<file path="src/hw/rtl/vpr_pkg.sv">
`default_nettype none

package vpr_pkg;

	localparam int CHANNELS    = 3;
	localparam int MAX_DIM     = 4096;
	localparam int MAX_PATCH   = 64;
	localparam int MAX_COPIES  = 4;
	localparam int MERGE_LIMIT = 8;

	localparam int DIM_W   = 13;
	localparam int PATCH_W = 7;
	localparam int MERGE_W = 4;
	localparam int COPY_W  = 3;
	localparam int CH_W    = 2;
	localparam int PCNT_W  = 12;
	localparam int OFS_W   = 6;
	localparam int POS_W   = 18;
	localparam int PIDX_W  = 24;
	localparam int FEAT_W  = 16;
	localparam int WORD_W  = 32;
	localparam int PP_W    = 13;

	localparam int FIFO_DEPTH = 4;
	localparam int PTR_W      = $clog2(FIFO_DEPTH);

	localparam int DIV_STEPS = DIM_W + 1;
	localparam int STEP_W    = $clog2(DIV_STEPS + 1);

	localparam int ADDR_W = 5;
	localparam int DATA_W = 32;

	localparam logic [DIM_W-1:0]   RST_WIDTH  = 13'd448;
	localparam logic [DIM_W-1:0]   RST_HEIGHT = 13'd448;
	localparam logic [PATCH_W-1:0] RST_PATCH  = 7'd14;
	localparam logic [MERGE_W-1:0] RST_MERGE  = 4'd2;
	localparam logic [COPY_W-1:0]  RST_COPIES = 3'd2;

	typedef enum logic [2:0] {
		REG_IMAGE_WIDTH     = 3'd0,
		REG_IMAGE_HEIGHT    = 3'd1,
		REG_PATCH_EDGE      = 3'd2,
		REG_MERGE_FACTOR    = 3'd3,
		REG_TEMPORAL_COPIES = 3'd4
	} reg_idx_t;

	typedef struct packed {
		logic [DIM_W-1:0]   image_width;
		logic [DIM_W-1:0]   image_height;
		logic [PATCH_W-1:0] patch_edge;
		logic [MERGE_W-1:0] merge_factor;
		logic [COPY_W-1:0]  temporal_copies;
	} cfg_t;

	typedef struct packed {
		logic [DIM_W-1:0]   w;
		logic [DIM_W-1:0]   h;
		logic [PATCH_W-1:0] p;
		logic [COPY_W-1:0]  t;
		logic [DIM_W-1:0]   grid_w;
		logic [DIM_W-1:0]   used_w;
		logic [DIM_W-1:0]   used_h;
		logic [PP_W-1:0]    pp;
		logic [FEAT_W-1:0]  tpp;
	} geo_t;

	typedef struct packed {
		logic [CH_W-1:0]   ch;
		logic [PCNT_W-1:0] patch_row;
		logic [OFS_W-1:0]  row_in;
		logic [PCNT_W-1:0] patch_col;
		logic [OFS_W-1:0]  col_in;
	} cnt_t;

	typedef struct packed {
		logic [POS_W-1:0]  col_pos;
		logic [POS_W-1:0]  row_pos;
		logic [PIDX_W-1:0] row_base;
		logic [FEAT_W-1:0] ch_base;
		logic [FEAT_W-1:0] rin_off;
	} rld_t;

	typedef struct packed {
		logic busy;
		logic load;
	} ctl_t;

	typedef struct packed {
		logic [WORD_W-1:0] word;
		logic [PIDX_W-1:0] pidx;
		logic [FEAT_W-1:0] fbase;
	} ent_t;

	function automatic logic [DIM_W-1:0] clamp_dim(logic [DIM_W-1:0] v);
		if (v == '0)
			return DIM_W'(1);
		if (v > DIM_W'(MAX_DIM))
			return DIM_W'(MAX_DIM);
		return v;
	endfunction

	function automatic logic [PATCH_W-1:0] clamp_patch(logic [PATCH_W-1:0] v);
		if (v == '0)
			return PATCH_W'(1);
		if (v > PATCH_W'(MAX_PATCH))
			return PATCH_W'(MAX_PATCH);
		return v;
	endfunction

	function automatic logic [MERGE_W-1:0] clamp_merge(logic [MERGE_W-1:0] v);
		if (v == '0)
			return MERGE_W'(1);
		if (v > MERGE_W'(MERGE_LIMIT))
			return MERGE_W'(MERGE_LIMIT);
		return v;
	endfunction

	function automatic logic [COPY_W-1:0] clamp_copies(logic [COPY_W-1:0] v);
		if (v == '0)
			return COPY_W'(1);
		if (v > COPY_W'(MAX_COPIES))
			return COPY_W'(MAX_COPIES);
		return v;
	endfunction

endpackage

`default_nettype wire

</file>
<file path="src/hw/rtl/vpr_setup.sv">
`default_nettype none

module vpr_setup (
	input  wire logic          clk,
	input  wire logic          arst_n,
	input  wire vpr_pkg::cfg_t cfg,
	input  wire logic          cfg_wr,
	input  wire vpr_pkg::cnt_t cnt,
	output vpr_pkg::geo_t      geo,
	output vpr_pkg::rld_t      rld,
	output vpr_pkg::ctl_t      ctl
);
	import vpr_pkg::*;

	typedef enum logic [14:0] {
		S_IDLE    = 15'h0001,
		S_DIV_GW  = 15'h0002,
		S_DIV_GH  = 15'h0004,
		S_DIV_UW  = 15'h0008,
		S_DIV_UH  = 15'h0010,
		S_MUL_UW  = 15'h0020,
		S_MUL_UH  = 15'h0040,
		S_MUL_PP  = 15'h0080,
		S_MUL_TPP = 15'h0100,
		S_MUL_CH  = 15'h0200,
		S_MUL_RIN = 15'h0400,
		S_MUL_COL = 15'h0800,
		S_MUL_ROW = 15'h1000,
		S_MUL_RB  = 15'h2000,
		S_LOAD    = 15'h4000
	} state_t;

	localparam int MUL_A_W = FEAT_W;
	localparam int MUL_B_W = DIM_W;
	localparam int PROD_W  = MUL_A_W + MUL_B_W;

	state_t state_q;
	logic [STEP_W-1:0] step_q;
	logic [DIM_W:0]    div_rem_q;
	logic [DIM_W-1:0]  div_quo_q;
	logic [DIM_W-1:0]  grid_w_q, grid_h_q, used_w_q, used_h_q;
	logic [PP_W-1:0]   pp_q;
	logic [FEAT_W-1:0] tpp_q;
	rld_t              rld_q;

	logic [DIM_W-1:0]   w, h;
	logic [PATCH_W-1:0] p;
	logic [MERGE_W-1:0] m;
	logic [COPY_W-1:0]  t;
	logic [DIM_W-1:0]   div_num, div_den;
	logic [DIM_W:0]     rem_sh, rem_nx;
	logic [DIM_W-1:0]   quo_sh, quo_nx;
	logic               div_ge, div_done;
	logic [MUL_A_W-1:0] mul_a;
	logic [MUL_B_W-1:0] mul_b;
	logic [PROD_W-1:0]  prod;

	assign w = clamp_dim(cfg.image_width);
	assign h = clamp_dim(cfg.image_height);
	assign p = clamp_patch(cfg.patch_edge);
	assign m = clamp_merge(cfg.merge_factor);
	assign t = clamp_copies(cfg.temporal_copies);

	always_comb begin
		div_num = '0;
		div_den = DIM_W'(1);
		case (state_q)
			S_DIV_GW: begin
				div_num = w;
				div_den = DIM_W'(p);
			end
			S_DIV_GH: begin
				div_num = h;
				div_den = DIM_W'(p);
			end
			S_DIV_UW: begin
				div_num = grid_w_q;
				div_den = DIM_W'(m);
			end
			S_DIV_UH: begin
				div_num = grid_h_q;
				div_den = DIM_W'(m);
			end
			default: begin
				div_num = '0;
				div_den = DIM_W'(1);
			end
		endcase
	end

	// one quotient bit per cycle
	assign rem_sh   = {div_rem_q[DIM_W-1:0], div_quo_q[DIM_W-1]};
	assign quo_sh   = {div_quo_q[DIM_W-2:0], 1'b0};
	assign div_ge   = rem_sh >= {1'b0, div_den};
	assign rem_nx   = div_ge ? (rem_sh - {1'b0, div_den}) : rem_sh;
	assign quo_nx   = quo_sh | DIM_W'(div_ge);
	assign div_done = step_q == STEP_W'(DIV_STEPS);

	always_comb begin
		mul_a = '0;
		mul_b = '0;
		case (state_q)
			S_MUL_UW: begin
				mul_a = MUL_A_W'(used_w_q);
				mul_b = MUL_B_W'(m);
			end
			S_MUL_UH: begin
				mul_a = MUL_A_W'(used_h_q);
				mul_b = MUL_B_W'(m);
			end
			S_MUL_PP: begin
				mul_a = MUL_A_W'(p);
				mul_b = MUL_B_W'(p);
			end
			S_MUL_TPP: begin
				mul_a = MUL_A_W'(pp_q);
				mul_b = MUL_B_W'(t);
			end
			S_MUL_CH: begin
				mul_a = tpp_q;
				mul_b = MUL_B_W'(cnt.ch);
			end
			S_MUL_RIN: begin
				mul_a = MUL_A_W'(cnt.row_in);
				mul_b = MUL_B_W'(p);
			end
			S_MUL_COL: begin
				mul_a = MUL_A_W'(cnt.patch_col);
				mul_b = MUL_B_W'(p);
			end
			S_MUL_ROW: begin
				mul_a = MUL_A_W'(cnt.patch_row);
				mul_b = MUL_B_W'(p);
			end
			S_MUL_RB: begin
				mul_a = MUL_A_W'(cnt.patch_row);
				mul_b = grid_w_q;
			end
			default: begin
				mul_a = '0;
				mul_b = '0;
			end
		endcase
	end

	assign prod = PROD_W'(mul_a) * PROD_W'(mul_b);

	always_ff @(posedge clk or negedge arst_n) begin
		if (!arst_n) begin
			state_q <= S_DIV_GW;
			step_q  <= '0;
		end else if (cfg_wr) begin
			state_q <= S_DIV_GW;
			step_q  <= '0;
		end else begin
			case (state_q)
				S_DIV_GW, S_DIV_GH, S_DIV_UW, S_DIV_UH: begin
					if (div_done) begin
						step_q <= '0;
						case (state_q)
							S_DIV_GW: state_q <= S_DIV_GH;
							S_DIV_GH: state_q <= S_DIV_UW;
							S_DIV_UW: state_q <= S_DIV_UH;
							default:  state_q <= S_MUL_UW;
						endcase
					end else begin
						step_q <= step_q + STEP_W'(1);
					end
				end
				S_MUL_UW:  state_q <= S_MUL_UH;
				S_MUL_UH:  state_q <= S_MUL_PP;
				S_MUL_PP:  state_q <= S_MUL_TPP;
				S_MUL_TPP: state_q <= S_MUL_CH;
				S_MUL_CH:  state_q <= S_MUL_RIN;
				S_MUL_RIN: state_q <= S_MUL_COL;
				S_MUL_COL: state_q <= S_MUL_ROW;
				S_MUL_ROW: state_q <= S_MUL_RB;
				S_MUL_RB:  state_q <= S_LOAD;
				S_LOAD:    state_q <= S_IDLE;
				default:   state_q <= S_IDLE;
			endcase
		end
	end

	always_ff @(posedge clk) begin
		if (step_q == '0) begin
			div_rem_q <= '0;
			div_quo_q <= div_num;
		end else if (!div_done) begin
			div_rem_q <= rem_nx;
			div_quo_q <= quo_nx;
		end
		case (state_q)
			S_DIV_GW:  if (div_done) grid_w_q <= div_quo_q;
			S_DIV_GH:  if (div_done) grid_h_q <= div_quo_q;
			S_DIV_UW:  if (div_done) used_w_q <= div_quo_q;
			S_DIV_UH:  if (div_done) used_h_q <= div_quo_q;
			S_MUL_UW:  used_w_q <= prod[DIM_W-1:0];
			S_MUL_UH:  used_h_q <= prod[DIM_W-1:0];
			S_MUL_PP:  pp_q <= prod[PP_W-1:0];
			S_MUL_TPP: tpp_q <= prod[FEAT_W-1:0];
			S_MUL_CH:  rld_q.ch_base <= prod[FEAT_W-1:0];
			S_MUL_RIN: rld_q.rin_off <= prod[FEAT_W-1:0];
			S_MUL_COL: rld_q.col_pos <= prod[POS_W-1:0] + POS_W'(cnt.col_in);
			S_MUL_ROW: rld_q.row_pos <= prod[POS_W-1:0] + POS_W'(cnt.row_in);
			S_MUL_RB:  rld_q.row_base <= prod[PIDX_W-1:0];
			default: begin
			end
		endcase
	end

	always_comb begin
		geo.w      = w;
		geo.h      = h;
		geo.p      = p;
		geo.t      = t;
		geo.grid_w = grid_w_q;
		geo.used_w = used_w_q;
		geo.used_h = used_h_q;
		geo.pp     = pp_q;
		geo.tpp    = tpp_q;
	end

	assign rld      = rld_q;
	assign ctl.busy = state_q != S_IDLE;
	assign ctl.load = state_q == S_LOAD;

	a_grid_w_quotient: assert property (@(posedge clk) disable iff (!arst_n)
		state_q == S_LOAD |->
			(26'(grid_w_q) * 26'(p) <= 26'(w)) &&
			((26'(grid_w_q) + 26'd1) * 26'(p) > 26'(w)))
		else $error("grid width is not the patch quotient of the image width");

endmodule

`default_nettype wire

</file>
<file path="src/hw/rtl/vpr_front.sv">
`default_nettype none

module vpr_front (
	input  wire logic                       clk,
	input  wire logic                       arst_n,
	input  wire logic                       pixel_valid,
	input  wire logic [vpr_pkg::WORD_W-1:0] pixel_word,
	output logic                            pixel_stall,
	input  wire vpr_pkg::geo_t              geo,
	input  wire vpr_pkg::ctl_t              ctl,
	input  wire vpr_pkg::rld_t              rld,
	output vpr_pkg::cnt_t                   cnt,
	output logic                            push,
	output vpr_pkg::ent_t                   push_ent,
	input  wire logic                       full
);
	import vpr_pkg::*;

	cnt_t cnt_q;
	rld_t trk_q;

	logic accept, hit;
	logic col_end, row_end, cin_end, rin_end, ch_end;

	assign pixel_stall = ctl.busy | full;
	assign accept      = pixel_valid & ~pixel_stall;

	assign hit = ({1'b0, cnt_q.patch_row} < geo.used_h) &&
		({1'b0, cnt_q.patch_col} < geo.used_w) &&
		({1'b0, cnt_q.row_in} < geo.p) &&
		({1'b0, cnt_q.col_in} < geo.p);

	assign push           = accept & hit;
	assign push_ent.word  = pixel_word;
	assign push_ent.pidx  = trk_q.row_base + PIDX_W'(cnt_q.patch_col);
	assign push_ent.fbase = trk_q.ch_base + trk_q.rin_off + FEAT_W'(cnt_q.col_in);

	assign col_end = ({1'b0, trk_q.col_pos} + (POS_W+1)'(1)) >= (POS_W+1)'(geo.w);
	assign row_end = ({1'b0, trk_q.row_pos} + (POS_W+1)'(1)) >= (POS_W+1)'(geo.h);
	assign cin_end = ({1'b0, cnt_q.col_in} + PATCH_W'(1)) >= geo.p;
	assign rin_end = ({1'b0, cnt_q.row_in} + PATCH_W'(1)) >= geo.p;
	assign ch_end  = ({1'b0, cnt_q.ch} + (CH_W+1)'(1)) >= (CH_W+1)'(CHANNELS);

	always_ff @(posedge clk or negedge arst_n) begin
		if (!arst_n) begin
			cnt_q <= '0;
			trk_q <= '0;
		end else if (ctl.load) begin
			trk_q <= rld;
		end else if (accept) begin
			if (col_end) begin
				cnt_q.col_in    <= '0;
				cnt_q.patch_col <= '0;
				trk_q.col_pos   <= '0;
				if (row_end) begin
					cnt_q.row_in    <= '0;
					cnt_q.patch_row <= '0;
					trk_q.row_pos   <= '0;
					trk_q.row_base  <= '0;
					trk_q.rin_off   <= '0;
					if (ch_end) begin
						cnt_q.ch      <= '0;
						trk_q.ch_base <= '0;
					end else begin
						cnt_q.ch      <= cnt_q.ch + CH_W'(1);
						trk_q.ch_base <= trk_q.ch_base + geo.tpp;
					end
				end else if (rin_end) begin
					cnt_q.row_in    <= '0;
					cnt_q.patch_row <= cnt_q.patch_row + PCNT_W'(1);
					trk_q.rin_off   <= '0;
					trk_q.row_base  <= trk_q.row_base + PIDX_W'(geo.grid_w);
					trk_q.row_pos   <= trk_q.row_pos - POS_W'(cnt_q.row_in) + POS_W'(geo.p);
				end else begin
					cnt_q.row_in  <= cnt_q.row_in + OFS_W'(1);
					trk_q.rin_off <= trk_q.rin_off + FEAT_W'(geo.p);
					trk_q.row_pos <= trk_q.row_pos + POS_W'(1);
				end
			end else if (cin_end) begin
				cnt_q.col_in    <= '0;
				cnt_q.patch_col <= cnt_q.patch_col + PCNT_W'(1);
				trk_q.col_pos   <= trk_q.col_pos - POS_W'(cnt_q.col_in) + POS_W'(geo.p);
			end else begin
				cnt_q.col_in  <= cnt_q.col_in + OFS_W'(1);
				trk_q.col_pos <= trk_q.col_pos + POS_W'(1);
			end
		end
	end

	assign cnt = cnt_q;

	a_col_pos_tracks: assert property (@(posedge clk) disable iff (!arst_n)
		!ctl.busy |->
			trk_q.col_pos == POS_W'(cnt_q.patch_col) * POS_W'(geo.p) + POS_W'(cnt_q.col_in))
		else $error("column position out of step with patch counters");

endmodule

`default_nettype wire

</file>
<file path="src/hw/rtl/vpr_fifo.sv">
`default_nettype none

module vpr_fifo (
	input  wire logic          clk,
	input  wire logic          arst_n,
	input  wire logic          push,
	input  wire vpr_pkg::ent_t push_ent,
	input  wire logic          pop,
	output vpr_pkg::ent_t      head,
	output logic               empty,
	output logic               full
);
	import vpr_pkg::*;

	ent_t             entries_q [FIFO_DEPTH];
	logic [PTR_W-1:0] wr_ptr_q, rd_ptr_q;
	logic [PTR_W:0]   count_q;

	assign empty = count_q == '0;
	assign full  = count_q == (PTR_W+1)'(FIFO_DEPTH);
	assign head  = entries_q[rd_ptr_q];

	always_ff @(posedge clk) begin
		if (push)
			entries_q[wr_ptr_q] <= push_ent;
	end

	always_ff @(posedge clk or negedge arst_n) begin
		if (!arst_n) begin
			wr_ptr_q <= '0;
			rd_ptr_q <= '0;
			count_q  <= '0;
		end else begin
			if (push)
				wr_ptr_q <= wr_ptr_q + PTR_W'(1);
			if (pop)
				rd_ptr_q <= rd_ptr_q + PTR_W'(1);
			if (push && !pop)
				count_q <= count_q + (PTR_W+1)'(1);
			else if (pop && !push)
				count_q <= count_q - (PTR_W+1)'(1);
		end
	end

	a_no_push_full: assert property (@(posedge clk) disable iff (!arst_n)
		push |-> !full)
		else $error("item pushed into full queue");

	a_no_pop_empty: assert property (@(posedge clk) disable iff (!arst_n)
		pop |-> !empty)
		else $error("item popped from empty queue");

endmodule

`default_nettype wire

</file>
<file path="src/hw/rtl/vpr_back.sv">
`default_nettype none

module vpr_back (
	input  wire logic                       clk,
	input  wire logic                       arst_n,
	input  wire vpr_pkg::ent_t              head,
	input  wire logic                       empty,
	output logic                            pop,
	input  wire vpr_pkg::geo_t              geo,
	output logic                            result_valid,
	input  wire logic                       result_stall,
	output logic [vpr_pkg::WORD_W-1:0]      out_word,
	output logic [vpr_pkg::PIDX_W-1:0]      patch_index,
	output logic [vpr_pkg::FEAT_W-1:0]      feature_index,
	output logic                            last_copy
);
	import vpr_pkg::*;

	logic [COPY_W-2:0] k_q;
	logic [FEAT_W-1:0] off_q;
	logic              valid_q;
	logic [WORD_W-1:0] word_q;
	logic [PIDX_W-1:0] pidx_q;
	logic [FEAT_W-1:0] feat_q;
	logic              last_q;

	logic advance, issue, is_last;

	assign advance = ~valid_q | ~result_stall;
	assign issue   = advance & ~empty;
	assign is_last = ({1'b0, k_q} + COPY_W'(1)) == geo.t;
	assign pop     = issue & is_last;

	always_ff @(posedge clk or negedge arst_n) begin
		if (!arst_n) begin
			valid_q <= 1'b0;
			k_q     <= '0;
			off_q   <= '0;
		end else begin
			if (advance)
				valid_q <= ~empty;
			if (issue) begin
				if (is_last) begin
					k_q   <= '0;
					off_q <= '0;
				end else begin
					k_q   <= k_q + (COPY_W-1)'(1);
					off_q <= off_q + FEAT_W'(geo.pp);
				end
			end
		end
	end

	always_ff @(posedge clk) begin
		if (issue) begin
			word_q <= head.word;
			pidx_q <= head.pidx;
			feat_q <= head.fbase + off_q;
			last_q <= is_last;
		end
	end

	assign result_valid  = valid_q;
	assign out_word      = word_q;
	assign patch_index   = pidx_q;
	assign feature_index = feat_q;
	assign last_copy     = last_q;

	a_copy_below_count: assert property (@(posedge clk) disable iff (!arst_n)
		{1'b0, k_q} < geo.t)
		else $error("copy counter reached the copy count");

	a_pop_shows_last: assert property (@(posedge clk) disable iff (!arst_n)
		pop |=> result_valid && last_copy)
		else $error("queue entry retired without its last copy");

endmodule

`default_nettype wire

</file>
<file path="src/hw/rtl/vision_patch_reorder.sv">
`default_nettype none

// channel  direction  handshake              payload
// pixel    in         pixel_valid/stall      pixel_word[31:0]
// result   out        result_valid/stall     out_word, patch_index, feature_index, last_copy
// apb      in         psel/penable/pready    paddr[4:0], pwdata, prdata (regs at 4*i)
//
// A pixel inside the merge area yields temporal_copies items, one per cycle from the
// output register while result_stall is low; a pixel outside it yields none. A
// four-entry queue between the counters and the copy expander lets a new pixel enter
// while copies drain. After reset and after every register write, the geometry unit
// runs four 13-step divisions and nine multiplies; pixel_stall is high throughout.
// result_stall holds the output register; pixel_stall rises when the queue is full.
module vision_patch_reorder (
	input  wire logic                       clk,
	input  wire logic                       arst_n,
	input  wire logic                       pixel_valid,
	output logic                            pixel_stall,
	input  wire logic [vpr_pkg::WORD_W-1:0] pixel_word,
	output logic                            result_valid,
	input  wire logic                       result_stall,
	output logic [vpr_pkg::WORD_W-1:0]      out_word,
	output logic [vpr_pkg::PIDX_W-1:0]      patch_index,
	output logic [vpr_pkg::FEAT_W-1:0]      feature_index,
	output logic                            last_copy,
	input  wire logic                       psel,
	input  wire logic                       penable,
	input  wire logic                       pwrite,
	input  wire logic [vpr_pkg::ADDR_W-1:0] paddr,
	input  wire logic [vpr_pkg::DATA_W-1:0] pwdata,
	output logic [vpr_pkg::DATA_W-1:0]      prdata,
	output logic                            pready
);
	import vpr_pkg::*;

	cfg_t cfg_q;
	geo_t geo;
	rld_t rld;
	ctl_t ctl;
	cnt_t cnt;
	ent_t push_ent, head;

	logic       cfg_wr;
	logic [2:0] reg_idx;
	logic       push, pop, empty, full;

	assign pready  = 1'b1;
	assign cfg_wr  = psel & penable & pwrite & pready;
	assign reg_idx = paddr[4:2];

	always_ff @(posedge clk or negedge arst_n) begin
		if (!arst_n) begin
			cfg_q.image_width     <= RST_WIDTH;
			cfg_q.image_height    <= RST_HEIGHT;
			cfg_q.patch_edge      <= RST_PATCH;
			cfg_q.merge_factor    <= RST_MERGE;
			cfg_q.temporal_copies <= RST_COPIES;
		end else if (cfg_wr) begin
			case (reg_idx)
				REG_IMAGE_WIDTH:     cfg_q.image_width     <= pwdata[DIM_W-1:0];
				REG_IMAGE_HEIGHT:    cfg_q.image_height    <= pwdata[DIM_W-1:0];
				REG_PATCH_EDGE:      cfg_q.patch_edge      <= pwdata[PATCH_W-1:0];
				REG_MERGE_FACTOR:    cfg_q.merge_factor    <= pwdata[MERGE_W-1:0];
				REG_TEMPORAL_COPIES: cfg_q.temporal_copies <= pwdata[COPY_W-1:0];
				default: begin
				end
			endcase
		end
	end

	always_comb begin
		case (reg_idx)
			REG_IMAGE_WIDTH:     prdata = DATA_W'(cfg_q.image_width);
			REG_IMAGE_HEIGHT:    prdata = DATA_W'(cfg_q.image_height);
			REG_PATCH_EDGE:      prdata = DATA_W'(cfg_q.patch_edge);
			REG_MERGE_FACTOR:    prdata = DATA_W'(cfg_q.merge_factor);
			REG_TEMPORAL_COPIES: prdata = DATA_W'(cfg_q.temporal_copies);
			default:             prdata = '0;
		endcase
	end

	vpr_setup u_setup (
		.clk    (clk),
		.arst_n (arst_n),
		.cfg    (cfg_q),
		.cfg_wr (cfg_wr),
		.cnt    (cnt),
		.geo    (geo),
		.rld    (rld),
		.ctl    (ctl)
	);

	vpr_front u_front (
		.clk         (clk),
		.arst_n      (arst_n),
		.pixel_valid (pixel_valid),
		.pixel_word  (pixel_word),
		.pixel_stall (pixel_stall),
		.geo         (geo),
		.ctl         (ctl),
		.rld         (rld),
		.cnt         (cnt),
		.push        (push),
		.push_ent    (push_ent),
		.full        (full)
	);

	vpr_fifo u_fifo (
		.clk      (clk),
		.arst_n   (arst_n),
		.push     (push),
		.push_ent (push_ent),
		.pop      (pop),
		.head     (head),
		.empty    (empty),
		.full     (full)
	);

	vpr_back u_back (
		.clk           (clk),
		.arst_n        (arst_n),
		.head          (head),
		.empty         (empty),
		.pop           (pop),
		.geo           (geo),
		.result_valid  (result_valid),
		.result_stall  (result_stall),
		.out_word      (out_word),
		.patch_index   (patch_index),
		.feature_index (feature_index),
		.last_copy     (last_copy)
	);

endmodule

`default_nettype wire

</file>
<file path="config.mk">
export PLATFORM = sky130hd
export DESIGN_NAME = vision_patch_reorder
export DESIGN_NICKNAME = d
export VERILOG_FILES = /design/src/hw/rtl/vpr_pkg.sv /design/src/hw/rtl/vpr_setup.sv /design/src/hw/rtl/vpr_front.sv /design/src/hw/rtl/vpr_fifo.sv /design/src/hw/rtl/vpr_back.sv /design/src/hw/rtl/vision_patch_reorder.sv
export SDC_FILE = /design/constraint.sdc
export NUM_CORES = 2
export LEC_CHECK = 0
export BUFFER_PORTS_ARGS = -buffer_cell sky130_fd_sc_hd__buf_4
export CORE_UTILIZATION = 33
export CTS_BUF_LIST = sky130_fd_sc_hd__clkbuf_8
export CTS_CLUSTER_DIAMETER = 150
export DETAILED_ROUTE_END_ITERATION = 7
export GPL_ROUTABILITY_DRIVEN = 0
export PLACE_DENSITY = 0.48
export SLEW_MARGIN = 10
export SYNTH_ARGS = -nofsm -noshare
export SYNTH_HDL_FRONTEND = slang
export SYNTH_SLANG_ARGS = --single-unit
</file>
<file path="constraint.sdc">
create_clock -name clk -period 28.4 [get_ports clk]
set_clock_uncertainty 0.15 [all_clocks]
set_input_delay 4.26 -clock clk [delete_from_list [all_inputs] [get_ports clk]]
set_output_delay 4.26 -clock clk [all_outputs]
set_load 0.01 [all_outputs]
</file>
Word-level counts from Yosys, hierarchy flattened
Memory sizes are Yosys's and may differ from the RTL's.
Cells that the tools add are included.
{"block": "word_totals", "register_bits": 487, "mem_bits_rw": 288, "in_bits": 76, "n_memories": 1}
{"name": "u_fifo.entries_q", "depth": 4, "width": 72, "rd": 1, "rd_ports_with_merged_regs": 0, "wr": 1, "line": "vpr_fifo.sv:15", "source": "ent_t entries_q [FIFO_DEPTH];"}
{"block": "classes", "addsub": 34, "mul": 1, "magnitude_cmp": 15, "eq_ne": 26, "mux": 78, "n_bitwise": 14, "reduce_logical": 48}
{"operator": "92-bit two-way mux", "count": 2}
{"operator": "13-bit two-way mux", "count": 12}
{"operator": "15-bit case mux with 10 select lines", "count": 1}
{"operator": "13-bit case mux with 5 select lines", "count": 2}
{"operator": "16-bit case mux with 8 select lines", "count": 1}
{"operator": "18-bit two-way mux", "count": 5}
{"operator": "16-bit two-way mux", "count": 5}
{"operator": "74-bit two-way mux", "count": 1}
{"operator": "13-bit case mux with 2 select lines", "count": 2}
{"operator": "13-bit case mux with 4 select lines", "count": 1}
{"operator": "16-bit adder", "count": 3}
{"operator": "42-bit two-way mux", "count": 1}
{"operator": "18-bit by 1-bit adder with 19-bit output, second input constant", "count": 2}
{"operator": "19-bit by 13-bit >= comparator with 1-bit output", "count": 2}
{"operator": "18-bit by 1-bit adder with 18-bit output, second input constant", "count": 2}
{"operator": "18-bit by 6-bit adder with 18-bit output", "count": 2}
{"operator": "18-bit by 7-bit adder with 18-bit output", "count": 2}
{"operator": "18-bit by 6-bit subtractor with 18-bit output", "count": 2}
{"operator": "15-bit two-way mux", "count": 2}
{"operator": "4-bit two-way mux", "count": 7}
{"operator": "7-bit two-way mux", "count": 4}
{"operator": "13-bit > comparator, second input constant", "count": 2}
{"operator": "13-bit zero test", "count": 2}
{"operator": "12-bit by 13-bit less-than comparator with 1-bit output", "count": 2}
{"operator": "69 further kinds", "count": 149}

Logic depth before layout (Yosys ltp)
{"block": "depth", "depth_word": 13, "depth_mapped": 32, "ltp_nobuf": 29}

Cells and area by module
A second synthesis with hierarchy kept.
{"block": "unflattened", "hier_cells": 4202, "area_unflattened_um2": 47974.8}
{"mod": "vpr_setup", "instances": 1, "cells_per_inst": 1534, "area_each_um2": 16120.5, "seq_area_each_um2": 6322.3}
{"mod": "vpr_front", "instances": 1, "cells_per_inst": 1757, "area_each_um2": 14556.5, "seq_area_each_um2": 3253.1}
{"mod": "vpr_fifo", "instances": 1, "cells_per_inst": 410, "area_each_um2": 10786.6, "seq_area_each_um2": 8823.5}
{"mod": "vpr_back", "instances": 1, "cells_per_inst": 335, "area_each_um2": 4393.0, "seq_area_each_um2": 2667.6}
{"mod": "vision_patch_reorder", "instances": 1, "cells_per_inst": 166, "area_each_um2": 2118.3, "seq_area_each_um2": 1014.7}

Worst setup path before layout
OpenSTA, ideal clock, no wires.
{"block": "synth_path", "kind": "input to output", "startpoint": "input port paddr[2] in the netlist's numbering", "endpoint": "output port prdata[4] in the netlist's numbering", "t_arrival_ps": 5480, "required_ps": 23990, "slack_ps": 18510, "cell_stages": 6, "path_buffers": 2, "path_cell_list": "clkbuf_1 -> clkbuf_1 -> mux2i_1 -> nor2_1 -> a21oi_1 -> nor2_1"}
{"block": "synth_via", "elab_chain_len": 2, "word_cells_on_any_way": 6, "cone_classes": "4 x eq/ne; 1 x mux; 1 x reduce/logical"}
{"item": "from (decl)", "line": "vision_patch_reorder.sv:29", "source": "input wire logic [vpr_pkg::ADDR_W-1:0] paddr,"}
{"item": "3-bit == test (tied with other cells)", "line": "vision_patch_reorder.sv:72", "source": "case (reg_idx)"}
{"item": "13-bit case mux with 5 select lines *", "line": "vision_patch_reorder.sv:72"}
{"item": "to (decl)", "line": "vision_patch_reorder.sv:31", "source": "output logic [vpr_pkg::DATA_W-1:0] prdata,"}
Every way passes the cells marked *; elsewhere a longest branch is shown, timed or not.

Worst setup path after layout
{"block": "layout_path", "startpoint": "input port paddr[2] in the netlist's numbering", "endpoint": "output port prdata[0] in the netlist's numbering"}
The elaborated chain is that of the path after synthesis.

==> results.md <==
* Initial antenna violation count at 3
* Area Growth Syn to Fin at 13.47%
* Worst Hold Slack at 287.2 ps
* Post-synth EDFFs at 547
* Die Ht at 377.8 µm
* CP max FO at 19
* CP startpoint kind: input pin
* Initial core utilization at 33.32%
* P_leak at 21.70 nW
* Peak Freq at 101.1 MHz
* Post-layout util at 37.81%
* Final net count at 4951
* Post-synth top area cell: edfxtp_1
* Critical-path cell list: buf_4 > nor2b_1 > a22oi_1 > o22ai_1 > buf_4
* Cell with the largest stage delay on the worst path: o22ai_1
* Worst slew margin at 20.26%
* FFs w/ async S/R, synth at 27.74%
* Wirelength per Cell at 21.57 µm
* Clock sink total at 775
* Worst Hold Class: reg2reg
* Slew Limit Fails at 0
* Status: finished clean
* Post-Place Cells at 6104
* Worst skew pair latency at 840 ps
* Post-synthesis register bit count at 775
* Post-route cell area at 0.05289 mm²
* Final Setup Violations at 0
* Crit Path Class: in2out
* Placed inst area at 0.05019 mm²
* Fill cells at 13816
* Sw frac at 39.73%
* Largest net degree at the start of global routing at 123
* TritonCTS clock tree: built
* Num ports at 184
* Reg clk slew, reported paths at 60 ps
* CTS Hold Bufs at 0
* Combinational Power Share at 42.4%
* Worst slew pin tran at 1189 ps
* Final Non-Filler Cells at 6371
* Post-route DRC at 0
* Commonest non-fill, non-tap cell in the layout: edfxtp_1
* Layout cells sized above 1 at 12.82%
* Register area share after synthesis at 47.38%
* Area contributors post-synth: edfxtp_1, dfrtp_1, ha_1, fa_1, mux4_2
* Post-synthesis cell count at 4123
* Ratio of total power to cell area at 89.49 mW/mm²
* Int Pwr at 2.852 mW
* Total power at 4.733 mW
* Flop pwr share at 36.0%
* Largest stage delay, worst path at 360 ps
* Post-Place Worst Slack at 18570 ps
* Area of the core at 0.1399 mm²
* Max Root-Sink Buffers at 3
* Vias at 32378
* Vias in the first global route at 32747
* Post-synth top flop: edfxtp_1
* GRT overflow at 0
* Die Wd at 377.8 µm
* PnR worst setup slack at 18510 ps
* Port bufs at 142
* Crit path capture type: output pin
* Post-layout min period at 9892 ps
* Final Hold Viols at 0
* FF/Latch Area at 0.02209 mm²
* HPWL Detailed at 101400 µm
* Mapped Area at 0.04661 mm²
* Area of the multi-input gates at 0.02277 mm²
* Synth unique cells at 85
* Syn_area_per_cell at 11.30 µm²
* Vias per cell at 5.082
* Crit-path most repeated cell: buf_4
* Final period utilization at 34.83%
* # Max-Cap Violations at 0
* CP required at 23990 ps
* VDD IR max at 0.00005759 V
* CTS root buf: clkbuf_8
* RSZ-0062 raised after global routing: no
* Yosys warnings at 0
* Setup_tns at 0 ps
* TritonCTS buffer count at 143
* Worst path buffer plus inverter count at 2
* Family with the most delay on the worst path: compound AO/OA/AOI/OAI gates
* Remaining antenna violation count after routing at 0
* Switching power at 1.881 mW
* First-pass GRT wire length at 207600 µm
* Commonest cells after routing, fill and taps aside: edfxtp_1, inv_1, nand2_1
* Post-CTS setup buffers at 0
* H-Tree Depth at 4
* First-pass detailed-route iteration total at 5
* Total wire length at 137400 µm
* Clock power frac at 21.6%
* CTS resizes at 0
* Synth top area share at 35.24%
* All-layer global routing usage at 19.38%
* Worst reg2reg setup slack at 18920 ps
* Critical Path AT at 5480 ps
* DRT iter0 DRCs at 2657
* Row cnt at 137
* Die area at 0.1427 mm²
==> power groups by stage <==
stage	logic, mW	clock network, mW	registers [mW]
final	2.01	1.02	1.70
after global placement	2.00	0	1.73
after global routing	2.23	1.11	1.73
after CTS	2.02	1.06	1.71
after detailed placement	2.01	0	1.73
after floorplan	1.40	0	1.67
==> final timing paths <==
path	depth (start not counted)	from	to
min in group asynchronous	1	arst_n	cfg_q[32]
setup / recovery	5	paddr[2]	prdata[0]
hold reg to reg	2	u_setup.rld[70]	u_front.trk_q[70]
hold / removal	2	u_setup.rld[70]	u_front.trk_q[70]
max in group asynchronous	2	arst_n	u_fifo.rd_ptr_q[1]
setup reg to reg	28	u_setup.state_q[10]	u_setup.rld[72]
==> worst register-to-register path: cells and delay by family, from the launching register on <==
kind	cells	cell delay, ps
compound gates	5	1020
xor+xnor	2	310
fa+ha+maj	6	2790
buf+inv	7	1090
flops	1	430
simple gates	8	3420
==> kinds of logic (layout without fill, tap and decap cells) <==
group	after synthesis	count (layout)	synth area share (%)
buffers and inverters	521	844	4.363
xor gates and xnor gates	221	221	4.153
DFF	775	775	47.38
adders and majority gates	502	502	16.30
other	2	51	0.01611
AOI/OAI and AO/OA	781	781	10.75
muxes	150	150	5.310
and+or+nand+nor	1171	1171	11.73
==> layout make-up <==
| cell class | count | area share [%] |
|---|---|---|
| antenna | 3 | 0.01420 |
| clock buffer | 153 | 3.982 |
| clock inverter | 111 | 1.107 |
| inverter | 371 | 2.638 |
| multi-input combinational | 2873 | 43.05 |
| sequential | 775 | 41.77 |
| tap | 1876 | 4.438 |
| timing repair buffer | 209 | 3.005 |
==> cell usage after synthesis (all sizes together) (27+ instances only) <==
| cell type | count |
|---|---|
| a31oi | 27 |
| nand2 | 390 |
| mux2i | 29 |
| mux4 | 73 |
| dfrtp | 203 |
| a22oi | 57 |
| nor3 | 104 |
| clkbuf | 105 |
| and3 | 34 |
| fa | 175 |
| edfxtp | 547 |
| o21ai | 211 |
| a21o | 62 |
| mux2 | 48 |
| ha | 327 |
| xor2 | 57 |
| a211oi | 34 |
| a21oi | 188 |
| nand3 | 97 |
| xnor2 | 164 |
| or3 | 28 |
| buf | 45 |
| nor2b | 38 |
| nor2 | 320 |
| inv | 370 |
==> sequential cells by signal, indices dropped and copies added (netlist names), 16 cells and up <==
register and cells:
u_fifo.entries_q 288, u_front.trk_q 92, u_setup.rld 92, cfg_q 40, u_front.cnt 38, u_back.out_word 32, u_back.patch_index 24, u_back.feature_index 16
u_back.off_q 16, u_setup.tpp_q 16
==> layer usage <==
layer	up-vias	wire length, µm	track usage (%)
met5	-	8	0
met4	2	3854	6.220
met3	199	7908	3.405
met2	864	61560	30.30
met1	16041	64080	27.12
li1	15272	-	-
Power figures use the tool's default switching activity.
